--- config.mk ---
export PLATFORM = sky130hd
export DESIGN_NAME = ring_queue_with_batch_pop
export DESIGN_NICKNAME = d
export VERILOG_FILES = /design/src/design/rqbp_pkg.sv /design/src/design/rqbp_ctrl.sv /design/src/design/rqbp_dp.sv /design/src/design/ring_queue_with_batch_pop.sv
export SDC_FILE = /design/constraint.sdc
export NUM_CORES = 1
export LEC_CHECK = 0
export BUFFER_PORTS_ARGS = -buffer_cell sky130_fd_sc_hd__buf_2
export CAP_MARGIN = 10
export CORE_MARGIN = 2
export CORE_UTILIZATION = 25
export DETAILED_ROUTE_END_ITERATION = 7
export HOLD_SLACK_MARGIN = 0.15
export PLACE_DENSITY_LB_ADDON = 0.1
export SYNTH_ARGS = -nofsm -noshare
export SYNTH_HDL_FRONTEND = slang
export SYNTH_SLANG_ARGS = --single-unit
--- constraint.sdc ---
create_clock -name i_clk -period 7.05 [get_ports i_clk]
set_clock_uncertainty 0.1 [all_clocks]
set_input_delay 1.41 -clock i_clk [delete_from_list [all_inputs] [get_ports i_clk]]
set_output_delay 1.41 -clock i_clk [all_outputs]
set_load 0.01 [all_outputs]
--- src/design/rqbp_pkg.sv ---
`timescale 1ns / 1ps
`default_nettype none

package rqbp_pkg;

    // Default sizes of the ring.
    localparam int CAPACITY_DEF   = 16;
    localparam int DATA_WIDTH_DEF = 32;

    // A get_all request gives at most this many items.
    localparam logic [3:0] MAX_RESULTS = 4'd15;

    // Request codes.
    localparam logic [2:0] REQ_PUT     = 3'd0;
    localparam logic [2:0] REQ_TAKE    = 3'd1;
    localparam logic [2:0] REQ_TOP     = 3'd2;
    localparam logic [2:0] REQ_POP     = 3'd3;
    localparam logic [2:0] REQ_POP_N   = 3'd4;
    localparam logic [2:0] REQ_GET_ALL = 3'd5;

    // Status codes.
    localparam logic [1:0] ST_OK      = 2'd0;
    localparam logic [1:0] ST_EMPTY   = 2'd1;
    localparam logic [1:0] ST_FULL    = 2'd2;
    localparam logic [1:0] ST_BAD_POP = 2'd3;

    // One request item.
    typedef struct packed {
        logic [2:0]  req_type;
        logic [31:0] put_value;
        logic [4:0]  pop_count;
    } t_in_item;

    // One result item.
    typedef struct packed {
        logic [1:0]  status;
        logic [31:0] read_value;
        logic [3:0]  slot_index;
        logic [3:0]  run_length;
        logic [3:0]  fill_count;
        logic [3:0]  peak_fill;
        logic [63:0] total_popped;
        logic        last;
    } t_out_item;

    // Commands from the controller to the datapath.
    typedef struct packed {
        logic load;
        logic exec;
        logic advance;
    } t_ctrl_cmd;

    // Status from the datapath to the controller.
    typedef struct packed {
        logic more;
    } t_ctrl_stat;

endpackage

`default_nettype wire

--- src/design/rqbp_ctrl.sv ---
`timescale 1ns / 1ps
`default_nettype none

module rqbp_ctrl
    import rqbp_pkg::*;
(
    input  wire logic       i_clk,
    input  wire logic       i_rst_n,
    input  wire logic       i_in_valid,
    output logic            o_in_stall,
    output logic            o_out_valid,
    input  wire logic       i_out_stall,
    input  wire t_ctrl_stat i_stat,
    output t_ctrl_cmd       o_cmd
);

    localparam logic [1:0] S_IDLE = 2'd0;
    localparam logic [1:0] S_EXEC = 2'd1;
    localparam logic [1:0] S_EMIT = 2'd2;

    logic [1:0] r_state;
    logic [1:0] n_state;

    // Handshakes follow directly from the state.
    assign o_in_stall  = (r_state != S_IDLE);
    assign o_out_valid = (r_state == S_EMIT);

    // Next state and commands.
    always_comb begin
        n_state       = r_state;
        o_cmd.load    = 1'b0;
        o_cmd.exec    = 1'b0;
        o_cmd.advance = 1'b0;
        case (r_state)
            S_IDLE: begin
                if (i_in_valid) begin
                    o_cmd.load = 1'b1;
                    n_state    = S_EXEC;
                end
            end
            S_EXEC: begin
                o_cmd.exec = 1'b1;
                n_state    = S_EMIT;
            end
            S_EMIT: begin
                if (!i_out_stall) begin
                    if (i_stat.more) begin
                        o_cmd.advance = 1'b1;
                        n_state       = S_EXEC;
                    end else begin
                        n_state = S_IDLE;
                    end
                end
            end
            default: begin
                n_state = S_IDLE;
            end
        endcase
    end

    // State register.
    always_ff @(posedge i_clk) begin
        if (!i_rst_n) begin
            r_state <= S_IDLE;
        end else begin
            r_state <= n_state;
        end
    end

endmodule

`default_nettype wire

--- src/design/rqbp_dp.sv ---
`timescale 1ns / 1ps
`default_nettype none

module rqbp_dp
    import rqbp_pkg::*;
#(
    parameter int CAPACITY   = CAPACITY_DEF,
    parameter int DATA_WIDTH = DATA_WIDTH_DEF
) (
    input  wire logic       i_clk,
    input  wire logic       i_rst_n,
    input  wire t_ctrl_cmd  i_cmd,
    input  wire t_in_item   i_item,
    output t_ctrl_stat      o_stat,
    output t_out_item       o_item
);

    localparam int IDX_W = $clog2(CAPACITY);
    localparam int SUM_W = IDX_W + 6;

    // Ring storage and its read register.
    logic [DATA_WIDTH-1:0] r_mem [CAPACITY];
    logic [DATA_WIDTH-1:0] r_rd_data;

    // Ring state.
    logic [IDX_W-1:0] r_wr_ptr;
    logic [IDX_W-1:0] r_rd_ptr;
    logic [IDX_W-1:0] r_peak;
    logic [63:0]      r_total;
    logic [IDX_W-1:0] n_wr_ptr;
    logic [IDX_W-1:0] n_rd_ptr;
    logic [IDX_W-1:0] n_peak;
    logic [63:0]      n_total;

    // Request in flight and get_all stream position.
    t_in_item         r_req;
    logic [IDX_W-1:0] r_ptr;
    logic [IDX_W:0]   r_run;
    logic [3:0]       r_left;
    logic             r_more;
    t_out_item        r_out;

    logic [IDX_W-1:0]      fill;
    logic [IDX_W-1:0]      rd_addr;
    logic [IDX_W:0]        run;
    logic [3:0]            count;
    logic [SUM_W-1:0]      pn_sum;
    logic                  we;
    logic                  more;
    logic [1:0]            st;
    logic [DATA_WIDTH-1:0] val;
    logic [IDX_W-1:0]      slot;
    logic [IDX_W:0]        runl;
    logic                  last;

    assign fill = r_wr_ptr - r_rd_ptr;

    // Contiguous run from the read slot, and how many items it gives.
    always_comb begin
        if (r_wr_ptr >= r_rd_ptr) begin
            run = {1'b0, r_wr_ptr} - {1'b0, r_rd_ptr};
        end else begin
            run = (IDX_W + 1)'(CAPACITY) - {1'b0, r_rd_ptr};
        end
        if (run > (IDX_W + 1)'(MAX_RESULTS)) begin
            count = MAX_RESULTS;
        end else begin
            count = 4'(run);
        end
    end

    // The read address always follows the slot that the next item looks at.
    always_comb begin
        if (i_cmd.load) begin
            rd_addr = r_rd_ptr;
        end else if (i_cmd.advance) begin
            rd_addr = r_ptr + 1'b1;
        end else begin
            rd_addr = r_ptr;
        end
    end

    // Memory write by put, registered read.
    always_ff @(posedge i_clk) begin
        if (i_cmd.exec && we) begin
            r_mem[r_wr_ptr] <= DATA_WIDTH'(r_req.put_value);
        end
        r_rd_data <= r_mem[rd_addr];
    end

    assign pn_sum = SUM_W'(r_rd_ptr) + SUM_W'(r_req.pop_count);

    // Execution of the request in flight.
    always_comb begin
        n_wr_ptr = r_wr_ptr;
        n_rd_ptr = r_rd_ptr;
        n_peak   = r_peak;
        n_total  = r_total;
        we       = 1'b0;
        more     = 1'b0;
        st       = ST_OK;
        val      = '0;
        slot     = '0;
        runl     = '0;
        last     = 1'b1;
        case (r_req.req_type)
            REQ_PUT: begin
                if (fill == {IDX_W{1'b1}}) begin
                    st = ST_FULL;
                end else begin
                    if (fill > r_peak) begin
                        n_peak = fill;
                    end
                    we       = 1'b1;
                    n_wr_ptr = r_wr_ptr + 1'b1;
                end
            end
            REQ_TAKE, REQ_TOP: begin
                if (fill == '0) begin
                    st = ST_EMPTY;
                end else begin
                    val  = r_rd_data;
                    slot = r_rd_ptr;
                    if (r_req.req_type == REQ_TAKE) begin
                        n_rd_ptr = r_rd_ptr + 1'b1;
                    end
                end
            end
            REQ_POP: begin
                if (fill == '0) begin
                    st = ST_EMPTY;
                end else begin
                    n_total  = r_total + 64'd1;
                    n_rd_ptr = r_rd_ptr + 1'b1;
                end
            end
            REQ_POP_N: begin
                if ((SUM_W'(fill) < SUM_W'(r_req.pop_count))
                        || (pn_sum > SUM_W'(CAPACITY))) begin
                    st = ST_BAD_POP;
                end else begin
                    n_total  = r_total + 64'(r_req.pop_count);
                    n_rd_ptr = pn_sum[IDX_W-1:0];
                end
            end
            REQ_GET_ALL: begin
                if (fill == '0) begin
                    st = ST_EMPTY;
                end else begin
                    val  = r_rd_data;
                    slot = r_ptr;
                    runl = r_run;
                    last = (r_left == 4'd1);
                    more = !last;
                end
            end
            default: begin
                st = ST_OK;
            end
        endcase
    end

    // Ring state registers.
    always_ff @(posedge i_clk) begin
        if (!i_rst_n) begin
            r_wr_ptr <= '0;
            r_rd_ptr <= '0;
            r_peak   <= '0;
            r_total  <= '0;
            r_more   <= 1'b0;
        end else if (i_cmd.exec) begin
            r_wr_ptr <= n_wr_ptr;
            r_rd_ptr <= n_rd_ptr;
            r_peak   <= n_peak;
            r_total  <= n_total;
            r_more   <= more;
        end
    end

    // Request capture, stream stepping and the output register.
    always_ff @(posedge i_clk) begin
        if (i_cmd.load) begin
            r_req  <= i_item;
            r_ptr  <= r_rd_ptr;
            r_run  <= run;
            r_left <= count;
        end else if (i_cmd.advance) begin
            r_ptr  <= r_ptr + 1'b1;
            r_left <= r_left - 4'd1;
        end
        if (i_cmd.exec) begin
            r_out.status       <= st;
            r_out.read_value   <= 32'(val);
            r_out.slot_index   <= 4'(slot);
            r_out.run_length   <= 4'(runl);
            r_out.fill_count   <= 4'(n_wr_ptr - n_rd_ptr);
            r_out.peak_fill    <= 4'(n_peak);
            r_out.total_popped <= n_total;
            r_out.last         <= last;
        end
    end

    assign o_stat.more = r_more;
    assign o_item      = r_out;

endmodule

`default_nettype wire

--- src/design/ring_queue_with_batch_pop.sv ---
// Each request is accepted, then executed, then presented.
// Its first result is valid in the present state, which follows the execute state.
// A get_all run gives each further result after another execute state, once the previous one is taken.
// One request is in the block at a time; the request port stalls until its last result goes.
// Synchronous active-low reset empties the ring and clears the peak and popped totals.
`timescale 1ns / 1ps
`default_nettype none

module ring_queue_with_batch_pop
    import rqbp_pkg::*;
#(
    parameter int CAPACITY   = CAPACITY_DEF,
    parameter int DATA_WIDTH = DATA_WIDTH_DEF
) (
    input  wire logic      i_clk,
    input  wire logic      i_rst_n,
    input  wire logic      i_in_valid,
    output logic           o_in_stall,
    input  wire t_in_item  i_in_item,
    output logic           o_out_valid,
    input  wire logic      i_out_stall,
    output t_out_item      o_out_item
);

    t_ctrl_cmd  cmd;
    t_ctrl_stat stat;

    // Sequencer for request, execution and result hand-off.
    rqbp_ctrl u_ctrl (
        .i_clk       (i_clk),
        .i_rst_n     (i_rst_n),
        .i_in_valid  (i_in_valid),
        .o_in_stall  (o_in_stall),
        .o_out_valid (o_out_valid),
        .i_out_stall (i_out_stall),
        .i_stat      (stat),
        .o_cmd       (cmd)
    );

    // Ring storage, pointers and counters.
    rqbp_dp #(
        .CAPACITY   (CAPACITY),
        .DATA_WIDTH (DATA_WIDTH)
    ) u_dp (
        .i_clk   (i_clk),
        .i_rst_n (i_rst_n),
        .i_cmd   (cmd),
        .i_item  (i_in_item),
        .o_stat  (stat),
        .o_item  (o_out_item)
    );

endmodule

`default_nettype wire

* Word level (Yosys, flattened, before mapping)
Memory sizes are Yosys's and may differ from the RTL's. A register that Yosys moved wholly into a read port is not among the register bits.
Cells that the tools add are included.
** Storage, ports and cells
- Register bits after elaboration :: 246
- RAM bits :: 512
- Input port bits :: 44
- Output and inout port bits :: 117
- Logic and storage cells :: 106
- Memories kept :: 1
** Cells by class
- Add/subtract/negate cells :: 11
- $lt $le $gt $ge :: 5
- Equal/unequal tests :: 11
- Mux-type cells :: 42
- Bitwise operators :: 2
- Reductions and logical operators :: 14
** Memory list
- u_dp.r_mem :: depth 16, bits a word 32, read ports 1, clocked after memory_dff 1, wr ports 1, line rqbp_dp.sv:22 : logic [DATA_WIDTH-1:0] r_mem [CAPACITY];
** Operators by type and width (number)
- $mux 64 :: 2
- $pmux 64 s2 :: 1
- $add 64x1->64 const B :: 1
- $add 64x5->64 :: 1
- $mux 4 :: 16
- $mux 1 :: 14
- $add 4x1->4 const B :: 3
- $pmux 2 s3 :: 2
- $pmux 4 s3 :: 1
- $gt 10x5->1 const B :: 1
- $mux 2 :: 4
- $pmux 4 s2 :: 1
- $sub 4x4->4 :: 2
- $add 4x5->6 :: 1
- $eq 3x2->1 const B :: 2
- $eq 3x3->1 const B :: 2
- $reduce_or 2->1 :: 3
- $gt 5x4->1 const B :: 1
- $lt 4x5->1 :: 1
- $mux 5 :: 1
- $sub 4x4->5 :: 1
- $sub 5x4->5 const A :: 1
- $eq 4x1->1 const B :: 1
- $eq 4x4->1 const B :: 1
- other kinds (18) :: 21

* Depth between registers and ports, before layout
Gate-level depths: netlist of run 1.
- Depth after elaboration :: 7
- Gate-level depth with buffers :: 21

* Modules after synthesis
A second synthesis of run 1 with hierarchy kept.
** Unflattened totals
- Cells, all modules :: 2093
- Area, all modules :: 32399.8 um^2
** Modules (own cells, without submodules)
- rqbp_dp :: times used 1, cells each 2078, area each 32272.2 um^2, seq. area each 22531.6 um^2
- rqbp_ctrl :: times used 1, cells each 15, area each 127.6 um^2, seq. area each 40.0 um^2

* Least setup slack after synthesis of run 1
No wires, ideal clock.
- Kind :: flip-flop to flip-flop
- Start :: register u_dp.r_rd_ptr[2]
- End :: memory u_dp.r_mem[7][0] (netlist bit), enable pin
- Setup time :: 0.468 ns
- Data arrival time :: 4.666 ns
- Required time :: 6.482 ns
- Slack :: 1.816 ns
- Cell stages (with the launch flop) :: 9
- Buffers on the path :: 1
- Path through :: dfxtp_1 clkbuf_1 inv_1 ha_1 and3b_1 or3_1 a31oi_2 nand3_1 nor3b_1
** Between the ends
- Longest elaborated chain between the ends :: 7
** Ends and longest elaborated chain
- from (decl) :: line rqbp_dp.sv:27 : logic [IDX_W-1:0] r_rd_ptr;
- from (signal assigned) :: line rqbp_dp.sv:173 : r_rd_ptr <= n_rd_ptr;
- $sub 4x4->4 :: line rqbp_dp.sv:56 : assign fill = r_wr_ptr - r_rd_ptr;
- $eq 4x4->1 :: line rqbp_dp.sv:108 : if (fill == {IDX_W{1'b1}}) begin
- $mux 1 :: line rqbp_dp.sv:108
- $mux 1 :: line rqbp_dp.sv:106 : case (r_req.req_type)
- $logic_and 1x1->1 :: line rqbp_dp.sv:85 : if (i_cmd.exec && we) begin
- $mux 1 :: line rqbp_dp.sv:85
- $mux 1 (implied by the code) :: line rqbp_dp.sv:86 : r_mem[r_wr_ptr] <= DATA_WIDTH'(r_req.put_value);
- to (decl) :: line rqbp_dp.sv:22
No other way between the ends.

* Final worst setup path of run 1
- Start :: register u_dp.r_rd_ptr[2]
- End :: register u_dp.r_out (netlist bit u_dp.o_item[72]), data pin
** Between the ends
- Longest elaborated chain between the ends :: 6
** Ends and longest elaborated chain
- $add 4x5->6 or $sub 4x4->4 (tied branches) :: line rqbp_dp.sv:91, rqbp_dp.sv:56
- $gt 10x5->1 or $lt 4x5->1 (tied branches) :: line rqbp_dp.sv:139, rqbp_dp.sv:138
- $logic_or 1x1->1 :: line rqbp_dp.sv:139 : || (pn_sum > SUM_W'(CAPACITY))) begin
- $mux 4 :: line rqbp_dp.sv:138 : if ((SUM_W'(fill) < SUM_W'(r_req.pop_count))
- $pmux 4 s3 (*) :: line rqbp_dp.sv:106
- net u_dp.n_rd_ptr[0] :: line rqbp_dp.sv:31 : logic [IDX_W-1:0] n_rd_ptr;
- $sub 4x4->4 (*) :: line rqbp_dp.sv:196 : r_out.fill_count <= 4'(n_wr_ptr - n_rd_ptr);
- to (decl) :: line rqbp_dp.sv:41 : t_out_item r_out;
Mark *: on every way through the listed nets, which the timed path passes. The rest lies on a longest branch.
A chain may end at the register's enable or synchronous reset.

==> results of run 1 <==
==> critical path: cells and delay by family (launching register included) <==
| family | cells | cell delay [ns] |
|---|---|---|
| AO/OA/AOI/OAI | 6 | 1.63 |
| XOR/XNOR | 3 | 0.42 |
| adder cells (fa/ha/maj) | 3 | 0.97 |
| buffers and inverters | 2 | 0.19 |
| flip-flops | 1 | 0.56 |
| AND/OR/NAND/NOR | 5 | 1.20 |
==> cell families after synthesis <==
kind of cell / synth area share (%)
flops: 68.2
simple gates: 9.46
compound gates: 7.52
mux: 8.85
buf+inv: 2.15
xor+xnor: 2.22
fa+ha+maj: 1.57
==> sequential cells by signal, summed over array words and instances, names as in the netlist, 32 cells and up <==
register,cells
u_dp.o_item,115
u_dp.r_total,64
u_dp.r_rd_data,32
u_dp.r_mem,512
u_dp.r_req,40
==> per-stage QoR <==
stage          cell area, sq um  utilization, %  instances
6_report                  39000            29.7       4320
5_1_grt                   39000            29.7       4320
4_1_cts                   39000            29.7       4319
3_5_place_dp              35900            27.3       4144
3_3_place_gp              35900            27.3       4143
2_1_floorplan             33100               -       2334
==> how the worst max path moves through the flow <==
stage,from,to,slack (ns),cells past startpoint
floorplan,u_dp.r_rd_ptr[2],u_dp.r_mem[7][0],1.82,8
global placement,u_dp.r_rd_ptr[1],u_dp.o_item[72],1.78,19
detailed placement,u_dp.r_rd_ptr[1],u_dp.o_item[72],1.72,19
CTS,u_dp.r_rd_ptr[2],u_dp.o_item[72],1.70,19
global route,u_dp.r_rd_ptr[1],u_dp.o_item[72],1.24,19
finish,u_dp.r_rd_ptr[2],u_dp.o_item[72],1.70,19
==> layout make-up <==
| cell class | count | area, sq um | share of cell area (%) |
|---|---|---|---|
| timing repair buffer | 186 | 1070 | 2.76 |
| multi-input combinational | 1371 | 9920 | 25.4 |
| clock inverter | 40 | 427 | 1.09 |
| clock buffer | 135 | 2650 | 6.79 |
| sequential | 790 | 22600 | 57.9 |
| tap | 1755 | 2200 | 5.63 |
| inverter | 43 | 168 | 0.430 |
==> metal layers <==
| layer | vias to the layer above | global-route usage, % | share of wire, % |
|---|---|---|---|
| met4 | 0 | 4.51 | 3.1 |
| met1 | 9876 | 18.7 | 45 |
| met5 | - | 0 | 0 |
| met3 | 156 | 2.15 | 3.7 |
| met2 | 487 | 23.9 | 48 |
| li1 | 9232 | - | - |
==> cell usage in the layout, fill, tap and decap left out, types with 39 or more instances in the layout <==
master / count
nor2_1: 87
buf_2: 160
edfxtp_1: 675
mux2i_1: 138
clkbuf_16: 96
dfxtp_1: 115
mux2_2: 135
nand2_1: 207
and2_1: 40
nand4_1: 59
o211ai_1: 131
nand3_1: 43
nor3_1: 45
a21oi_1: 65
xnor2_1: 49
inv_1: 39
==> power by group through the flow <==
stage	combinational [mW]	clock [mW]	sequential (mW)
global placement	0.879	0	5.43
global route	0.948	5.16	5.35
CTS	0.882	4.98	5.34
detailed placement	0.879	0	5.43
finish	0.852	4.82	5.33
floorplan	0.557	0	5.39
==> results.cfg, run 1 <==
[worst_setup_path]
cp_common_cell = ha_1
worstSetupPathType = register to register
crit_fanout = 14
cp.required_ns = 7.34
rr_endpoint = u_dp.o_item[72]
critPathArrivalTime_ns = 5.64
path_cells = inv_1, ha_1, and3b_1, or3_1, and2_0, ha_1, o21ai_0, a221o_1, nor2_1, a21boi_2, nand2_1, o211ai_1, ha_1, inv_1, a21o_1, a21oi_1, xor2_1, xnor2_1, xnor2_1
crit_path_end_kind = register
slowest_delay_ns = 0.57
ff2ff_path_depth = 19
worstSetupStartpointType = register
r2r_start = u_dp.r_rd_ptr[2]
cp_slowest_cell = a21boi_2
reg2reg_slack_ns = 1.70

[clock_tree]
cts.sinks = 790
clk_pin_slew_worst_paths_ns = 0.06
clockBufferDepth = 3
tritoncts = done
ctsResizeCount = 0
cts_root_buf = clkbuf_16
postCtsSetupRepairBufs = 0
clock_latency_ns = 0.68
holdBufCountCts = 0
cts_made_buffers = 95
h-tree-depth = 3

[worst_hold_path]
holdCritPathClass = register to register
hold_path_end = u_dp.r_peak[0]
min_from = u_dp.r_peak[0]
holdPathStages = 2

[floorplanning]
rows = 133
initial_utilization_pct = 25.2
ioPinCount = 161
coreArea_sq_um = 131000
chipWidth_microns = 368
design.die.area_sq_um = 135000
die_y_microns = 368

[layout]
area_delta_synth_final_pct = 17.9
n_fill_cell = 13200
layout-drive-gt1-share_pct = 19.9
fin_nets = 2570
n_antenna_cell = 0

[outcome]
status = finished clean

[route]
wl_mm = 97.2
post_drt_wl_per_cell_microns = 22.5
drt_iter0_drc = 1242
drc = 0
routed_via_density = 4.57
vias = 19800
firstDrtPassIters = 5
drtAntennaViolNets = 0

[yosys]
yosysSeqAreaShare_pct = 68.2
synth_top_area_cell = edfxtp_1
synth_ff_type = edfxtp_1
yosys_warnings = 0
yosys.cell_count.top_type = edfxtp_1
syn-num-nets = 2417
netlist_area_sq_um = 33100
synth_cell_type_count = 83
yosys_register_bits = 790
syn_inst = 2334
synth_edf_count = 675
synth_area_leaders = edfxtp_1 (61%), dfxtp_1 (7.0%), mux2_2 (4.6%)
synth_top_area_share_pct = 61.3
async_flop_share_pct = 0
yosys-top-cells-count = edfxtp_1 (675), nand2_1 (207), mux2i_1 (138), mux2_2 (136), o211ai_1 (131)
synth.avg_cell_area_sq_um = 14.2

[pwr]
p_int_mw = 8.34
netSwitchingFraction_pct = 24.1
power.total_mw = 11.0
switchingPower_mw = 2.65
ir_drop_uv = 210
cellPowerDensity_nw_per_um2 = 282
clock_power_share_pct = 43.8
seq_power_share_pct = 48.5
combPwrFrac_pct = 7.7
p_leak_nw = 13.7

[sta]
drv_slew = 0
rsz0062_at_grt = no
hold_violations = 0
setup_ws_ns = 1.70
period_share_pct = 75.9
setup_tns_ns = 0
worst_slew_pin_slew_ns = 1.09
hold_slack_ns = 0.390
slew_headroom_pct = 27.2
period_minus_slack_ns = 5.35
setup_viol = 0
fmax_ghz = 0.187

[global_routing]
grt_first_pass_wirelength_mm = 141
antenna_found_initial = 2
grt_pass1_vias = 19900
grt_use_total_pct = 14.2
grt_start_max_net_pins = 95
globalRouteOverflowTotal = 0

[placement]
gp_congestion = 0.858
io_buffers = 160
dp_hpwl_mm = 56.3
place_ws_ns = 1.72

[job]
drv_cap = 0
No activity file was read; power rests on OpenSTA's default activity.
==> run 2: changes to the inputs <==
ABC_AREA = 1   (was unset)
clock period = 4.3 ns   (was 7.05 ns; I/O delays follow)
==> run 2 against run 1 <==
Combinational power grew to 3.1 times the previous value. Clock power is 74% higher. Largest cell class unchanged. Final area grew 11%. Largest power group unchanged. Highest routed layer is now met5.
==> results.cfg, run 2 <==
[outcome]
status = finished clean

[layout]
layout.area.seq_sq_um = 22600
multiInputGateArea_sq_um = 11700
layout_commonest_cell = nand2_1
fin_nets = 3809
layout-drive-gt1-share_pct = 12.8
final_cell_mix = nand2_1 (703), edfxtp_1 (675), nand3_1 (455)
n_fill_cell = 15000
largest_reg_flops = 512
regMostFlops = u_dp.r_mem
area_delta_synth_final_pct = 18.6
n_antenna_cell = 0

[pwr]
cellPowerDensity_nw_per_um2 = 461
seq_power_share_pct = 44.9
ir_drop_uv = 266
clock_power_share_pct = 42.1
netSwitchingFraction_pct = 27.6
p_leak_nw = 15.9
combPwrFrac_pct = 13.1
switchingPower_mw = 5.50
p_int_mw = 14.4

[yosys]
syn-num-nets = 3652
synth_top_area_cell = edfxtp_1
synth_top_area_share_pct = 55.7
yosysSeqAreaShare_pct = 62.1
synth_cell_type_count = 43
yosys_register_bits = 790
synth_edf_count = 675
netlist_area_sq_um = 36400
yosys.cell_count.top_type = nand2_1
synth.avg_cell_area_sq_um = 10.2
yosys-top-cells-count = nand2_1 (706), edfxtp_1 (675), nand3_1 (456), inv_1 (374), o211ai_1 (262)
synth_ff_type = edfxtp_1
synth_area_leaders = edfxtp_1 (56%), nand2_1 (7.3%), dfxtp_1 (6.3%)
syn_inst = 3569
async_flop_share_pct = 0
yosys_warnings = 0

[floorplanning]
die_y_microns = 385
coreArea_sq_um = 144000
rows = 139
chipWidth_microns = 385
design.die.area_sq_um = 149000
ioPinCount = 161
initial_utilization_pct = 25.2

[worst_hold_path]
hold_path_end = u_dp.r_req[32]
min_from = i_in_item[32]
holdPathStages = 1
holdCritPathClass = input port to register

[job]
drv_cap = 0

[clock_tree]
tritoncts = done
cts_root_buf = clkbuf_16
h-tree-depth = 3
holdBufCountCts = 0
cts_made_buffers = 96
postCtsSetupRepairBufs = 0
cts.sinks = 790
clock_latency_ns = 0.72
clk_pin_slew_worst_paths_ns = 0.06
clockBufferDepth = 3

[sta]
period_minus_slack_ns = 3.85
period_share_pct = 89.5
rsz0062_at_grt = no
setup_tns_ns = 0
slew_headroom_pct = 34.4
fmax_ghz = 0.260
drv_slew = 0
worst_slew_pin_slew_ns = 0.984
hold_violations = 0
setup_viol = 0
setup_ws_ns = 0.450

[worst_setup_path]
reg2reg_slack_ns = 0.45
cp_slowest_cell = fa_1
crit_fanout = 6
ff2ff_path_depth = 28
r2r_start = u_dp.r_wr_ptr[0]
worstSetupPathType = register to register
rr_endpoint = u_dp.o_item[72]
critPathArrivalTime_ns = 4.20
slowest_delay_ns = 0.37
cp.required_ns = 4.65
worstSetupStartpointType = register
cp_common_cell = nand2_1
crit_path_end_kind = register

[global_routing]
globalRouteOverflowTotal = 0
grt_first_pass_wirelength_mm = 179
grt_pass1_vias = 25500
grt_start_max_net_pins = 168
antenna_found_initial = 3
grt_use_total_pct = 16.4

[route]
vias = 26200
drc = 0
wl_mm = 123
post_drt_wl_per_cell_microns = 21.5
firstDrtPassIters = 6
drt_iter0_drc = 1623
routed_via_density = 4.59
drtAntennaViolNets = 0

[placement]
io_buffers = 160
place_ws_ns = 0.234
gp_congestion = 0.905
dp_hpwl_mm = 74.4
## run 2: cells by family (layout without fill, tap and decap cells)
group | Yosys count | after routing | share of synthesized area (%)
AO/OA/AOI/OAI | 488 | 488 | 8.60
XOR/XNOR | 23 | 23 | 0.554
adder cells (fa/ha/maj) | 39 | 39 | 1.42
buffers and inverters | 560 | 800 | 6.31
flip-flops | 790 | 790 | 62.1
AND/OR/NAND/NOR | 1669 | 1669 | 21.0
## run 2: timing repair
action                                  CTS  global route
gates resized for setup                   0             5
endpoints found under the setup margin    0             1
hold endpoints to repair                  0             0
## run 2: metrics by stage
step	cell area, sq um	instances	hold WS, ns	util [%]	total power [mW]
after floorplan	36400	3569	0.403	-	10.7
after global placement	39800	5531	0.411	27.7	11.8
after detailed placement	39800	5531	0.419	27.7	11.8
after CTS	43100	5712	0.157	29.9	20.3
after global routing	43100	5712	0.165	29.9	20.8
final	43100	5712	0.220	29.9	19.9
## run 2: worst max-delay path by stage
stage,startpoint,to,slack (ns)
final,u_dp.r_wr_ptr[0],u_dp.o_item[72],0.45
after global routing,u_dp.r_wr_ptr[0],u_dp.o_item[72],0.02
after detailed placement,u_dp.r_wr_ptr[0],u_dp.o_item[72],0.23
after global placement,u_dp.r_wr_ptr[0],u_dp.o_item[72],0.32
after floorplan,u_dp.r_rd_ptr[2],u_dp.r_mem[11][0],0.36
after CTS,u_dp.r_wr_ptr[0],u_dp.o_item[72],0.22
## run 2: layout make-up
cell class	count	area share (%)
flip-flops and latches	790	52.3
multi-input cells	2219	27.1
clock buffers	131	6.13
well taps	1903	5.52
repair buffers	231	4.02
inverters	388	3.42
clock inverters	50	1.41
## run 2: metal layers
| layer | GRT usage [%] | share of wire (%) | vias up |
|---|---|---|---|
| li1 | - | - | 12700 |
| met1 | 22.1 | 46 | 12800 |
| met2 | 27.0 | 47 | 530 |
| met3 | 2.51 | 3.7 | 163 |
| met4 | 4.70 | 2.7 | 2 |
| met5 | 0 | 0.013 | - |
## run 2: power groups by stage
stage	Combinational, mW	Clock (mW)	Sequential [mW]
after floorplan	1.67	0	9.00
after global placement	2.68	0	9.10
after detailed placement	2.67	0	9.10
after CTS	2.68	8.70	8.94
after global routing	2.92	8.96	8.97
final	2.60	8.37	8.93
## run 2: worst max-delay path: cells and delay by family (launching register included)
family | cells | cell delay, ns
buf+inv | 7 | 0.47
fa+ha+maj | 4 | 1.13
flops | 1 | 0.31
simple gates | 15 | 1.31
compound gates | 2 | 0.29
==> run 3: changes to the inputs <==
BUFFER_PORTS_ARGS = unset   (was -buffer_cell sky130_fd_sc_hd__buf_2)
DONT_BUFFER_PORTS = 1   (was unset)
==> run 3 against run 2 <==
Core utilization is 0.37 points lower. Highest routed layer unchanged. Total power is 1.1% lower. Clock-buffer cell count is 9 higher.
==> results.cfg, run 3 (synthesized netlist as in run 2, its figures left out) <==
[layout]
largest_reg_flops = 512
stdcell_count = 5605
regMostFlops = u_dp.r_mem
layout-drive-gt1-share_pct = 9.08
layout_commonest_cell = nand2_1
fin_nets = 3700
area_delta_synth_final_pct = 17.1
n_fill_cell = 15000
final_cell_mix = nand2_1 (703), edfxtp_1 (675), nand3_1 (455)

[sta]
setup_viol = 0
period_minus_slack_ns = 3.94
rsz0062_at_grt = no
slew_headroom_pct = 31.7
worst_slew_pin_slew_ns = 1.02
drv_slew = 0
hold_slack_ns = 0.215
fmax_ghz = 0.254
period_share_pct = 91.7
hold_violations = 0
setup_tns_ns = 0
setup_ws_ns = 0.356

[clock_tree]
h-tree-depth = 3
clock_latency_ns = 0.71
cts.sinks = 790
tritoncts = done
clockBufferDepth = 3
clk_pin_slew_worst_paths_ns = 0.06
cts_root_buf = clkbuf_16
cts_made_buffers = 96

[placement]
io_buffers = 0
dp.cells = 5381
place_ws_ns = 0.240
dp_hpwl_mm = 76.6
gp_congestion = 0.891

[global_routing]
grt_first_pass_wirelength_mm = 180
globalRouteOverflowTotal = 0
grt_start_max_net_pins = 99
grt_pass1_vias = 25500
grt_use_total_pct = 16.4
antenna_found_initial = 9

[floorplanning]
ioPinCount = 161
design.die.area_sq_um = 149000
rows = 139
initial_utilization_pct = 25.2
coreArea_sq_um = 144000
die_y_microns = 385
chipWidth_microns = 385

[worst_setup_path]
critPathArrivalTime_ns = 4.30
crit_fanout = 6
crit_path_end_kind = register
worstSetupPathType = register to register
slowest_delay_ns = 0.37
cp.required_ns = 4.66
cp_slowest_cell = ha_1
cp_common_cell = nand2_1
worstSetupStartpointType = register

[outcome]
status = finished clean

[route]
wl_mm = 123
firstDrtPassIters = 5
drtAntennaViolNets = 0
post_drt_wl_per_cell_microns = 21.9
drc = 0
drt_iter0_drc = 1564
routed_via_density = 4.55
vias = 25500

[job]
drv_cap = 0

[pwr]
ir_drop_uv = 302
power.total_mw = 19.7
cellPowerDensity_nw_per_um2 = 462
p_leak_nw = 15.4

[worst_hold_path]
holdCritPathClass = input port to register
-- run 3: worst paths after layout --
| check | start | end | slack [ns] | depth (start not counted) |
|---|---|---|---|---|
| worst min-delay path | i_rst_n | u_dp.r_total[8] | 0.22 | 2 |
| worst max-delay path | u_dp.r_rd_ptr[2] | u_dp.o_item[72] | 0.36 | 28 |
| worst max register to register | u_dp.r_rd_ptr[2] | u_dp.o_item[72] | 0.36 | 28 |
| worst min register to register | u_dp.r_rd_data[0] | u_dp.o_item[81] | 0.42 | 2 |
-- run 3: where the power goes --
group | internal, mW | switching, mW
Clock | 4.68 | 3.47
Combinational | 0.777 | 1.77
Sequential | 8.67 | 0.303
-- run 3: layer usage --
metal,vias to the layer above,track usage [%],routed length [microns],share of wire [%]
met4,4,3.98,2660,2.2
met5,-,0,23,0.019
li1,12500,-,-,-
met3,147,2.53,4230,3.5
met2,457,27.2,57900,47
met1,12400,22.4,57700,47
-- run 3: final cells by class --
type / count / area (sq um) / area share, %
clock inverter: 41 / 492 / 1.15
timing repair buffer: 122 / 1320 / 3.10
sequential: 790 / 22600 / 53.0
tap: 1903 / 2380 / 5.59
multi-input combinational: 2219 / 11700 / 27.5
inverter: 388 / 1480 / 3.46
clock buffer: 140 / 2650 / 6.22
antenna: 2 / 5.00 / 0.0118
-- run 3: critical path: cells and delay by family, from the launching register on --
| family | cells | cell delay, ns |
|---|---|---|
| adders and majority gates | 3 | 0.94 |
| and+or+nand+nor | 16 | 1.36 |
| AOI/OAI and AO/OA | 3 | 0.46 |
| buffers and inverters | 6 | 0.51 |
| DFF | 1 | 0.33 |
-- run 3: stage by stage --
stage          utilization (%)  area [sq um]
2_1_floorplan                -         36400
3_3_place_gp              27.1         39000
3_5_place_dp              27.1         39000
4_1_cts                   29.6         42600
5_1_grt                   29.6         42600
6_report                  29.6         42600
-- run 3: repair_timing --
| action | CTS | global route |
|---|---|---|
| gates resized for setup | 0 | 4 |
| hold buffers | 41 | 0 |
| setup buffers | 0 | 0 |
| setup endpoints to repair | 0 | 1 |
| endpoints found under the hold margin | 45 | 0 |
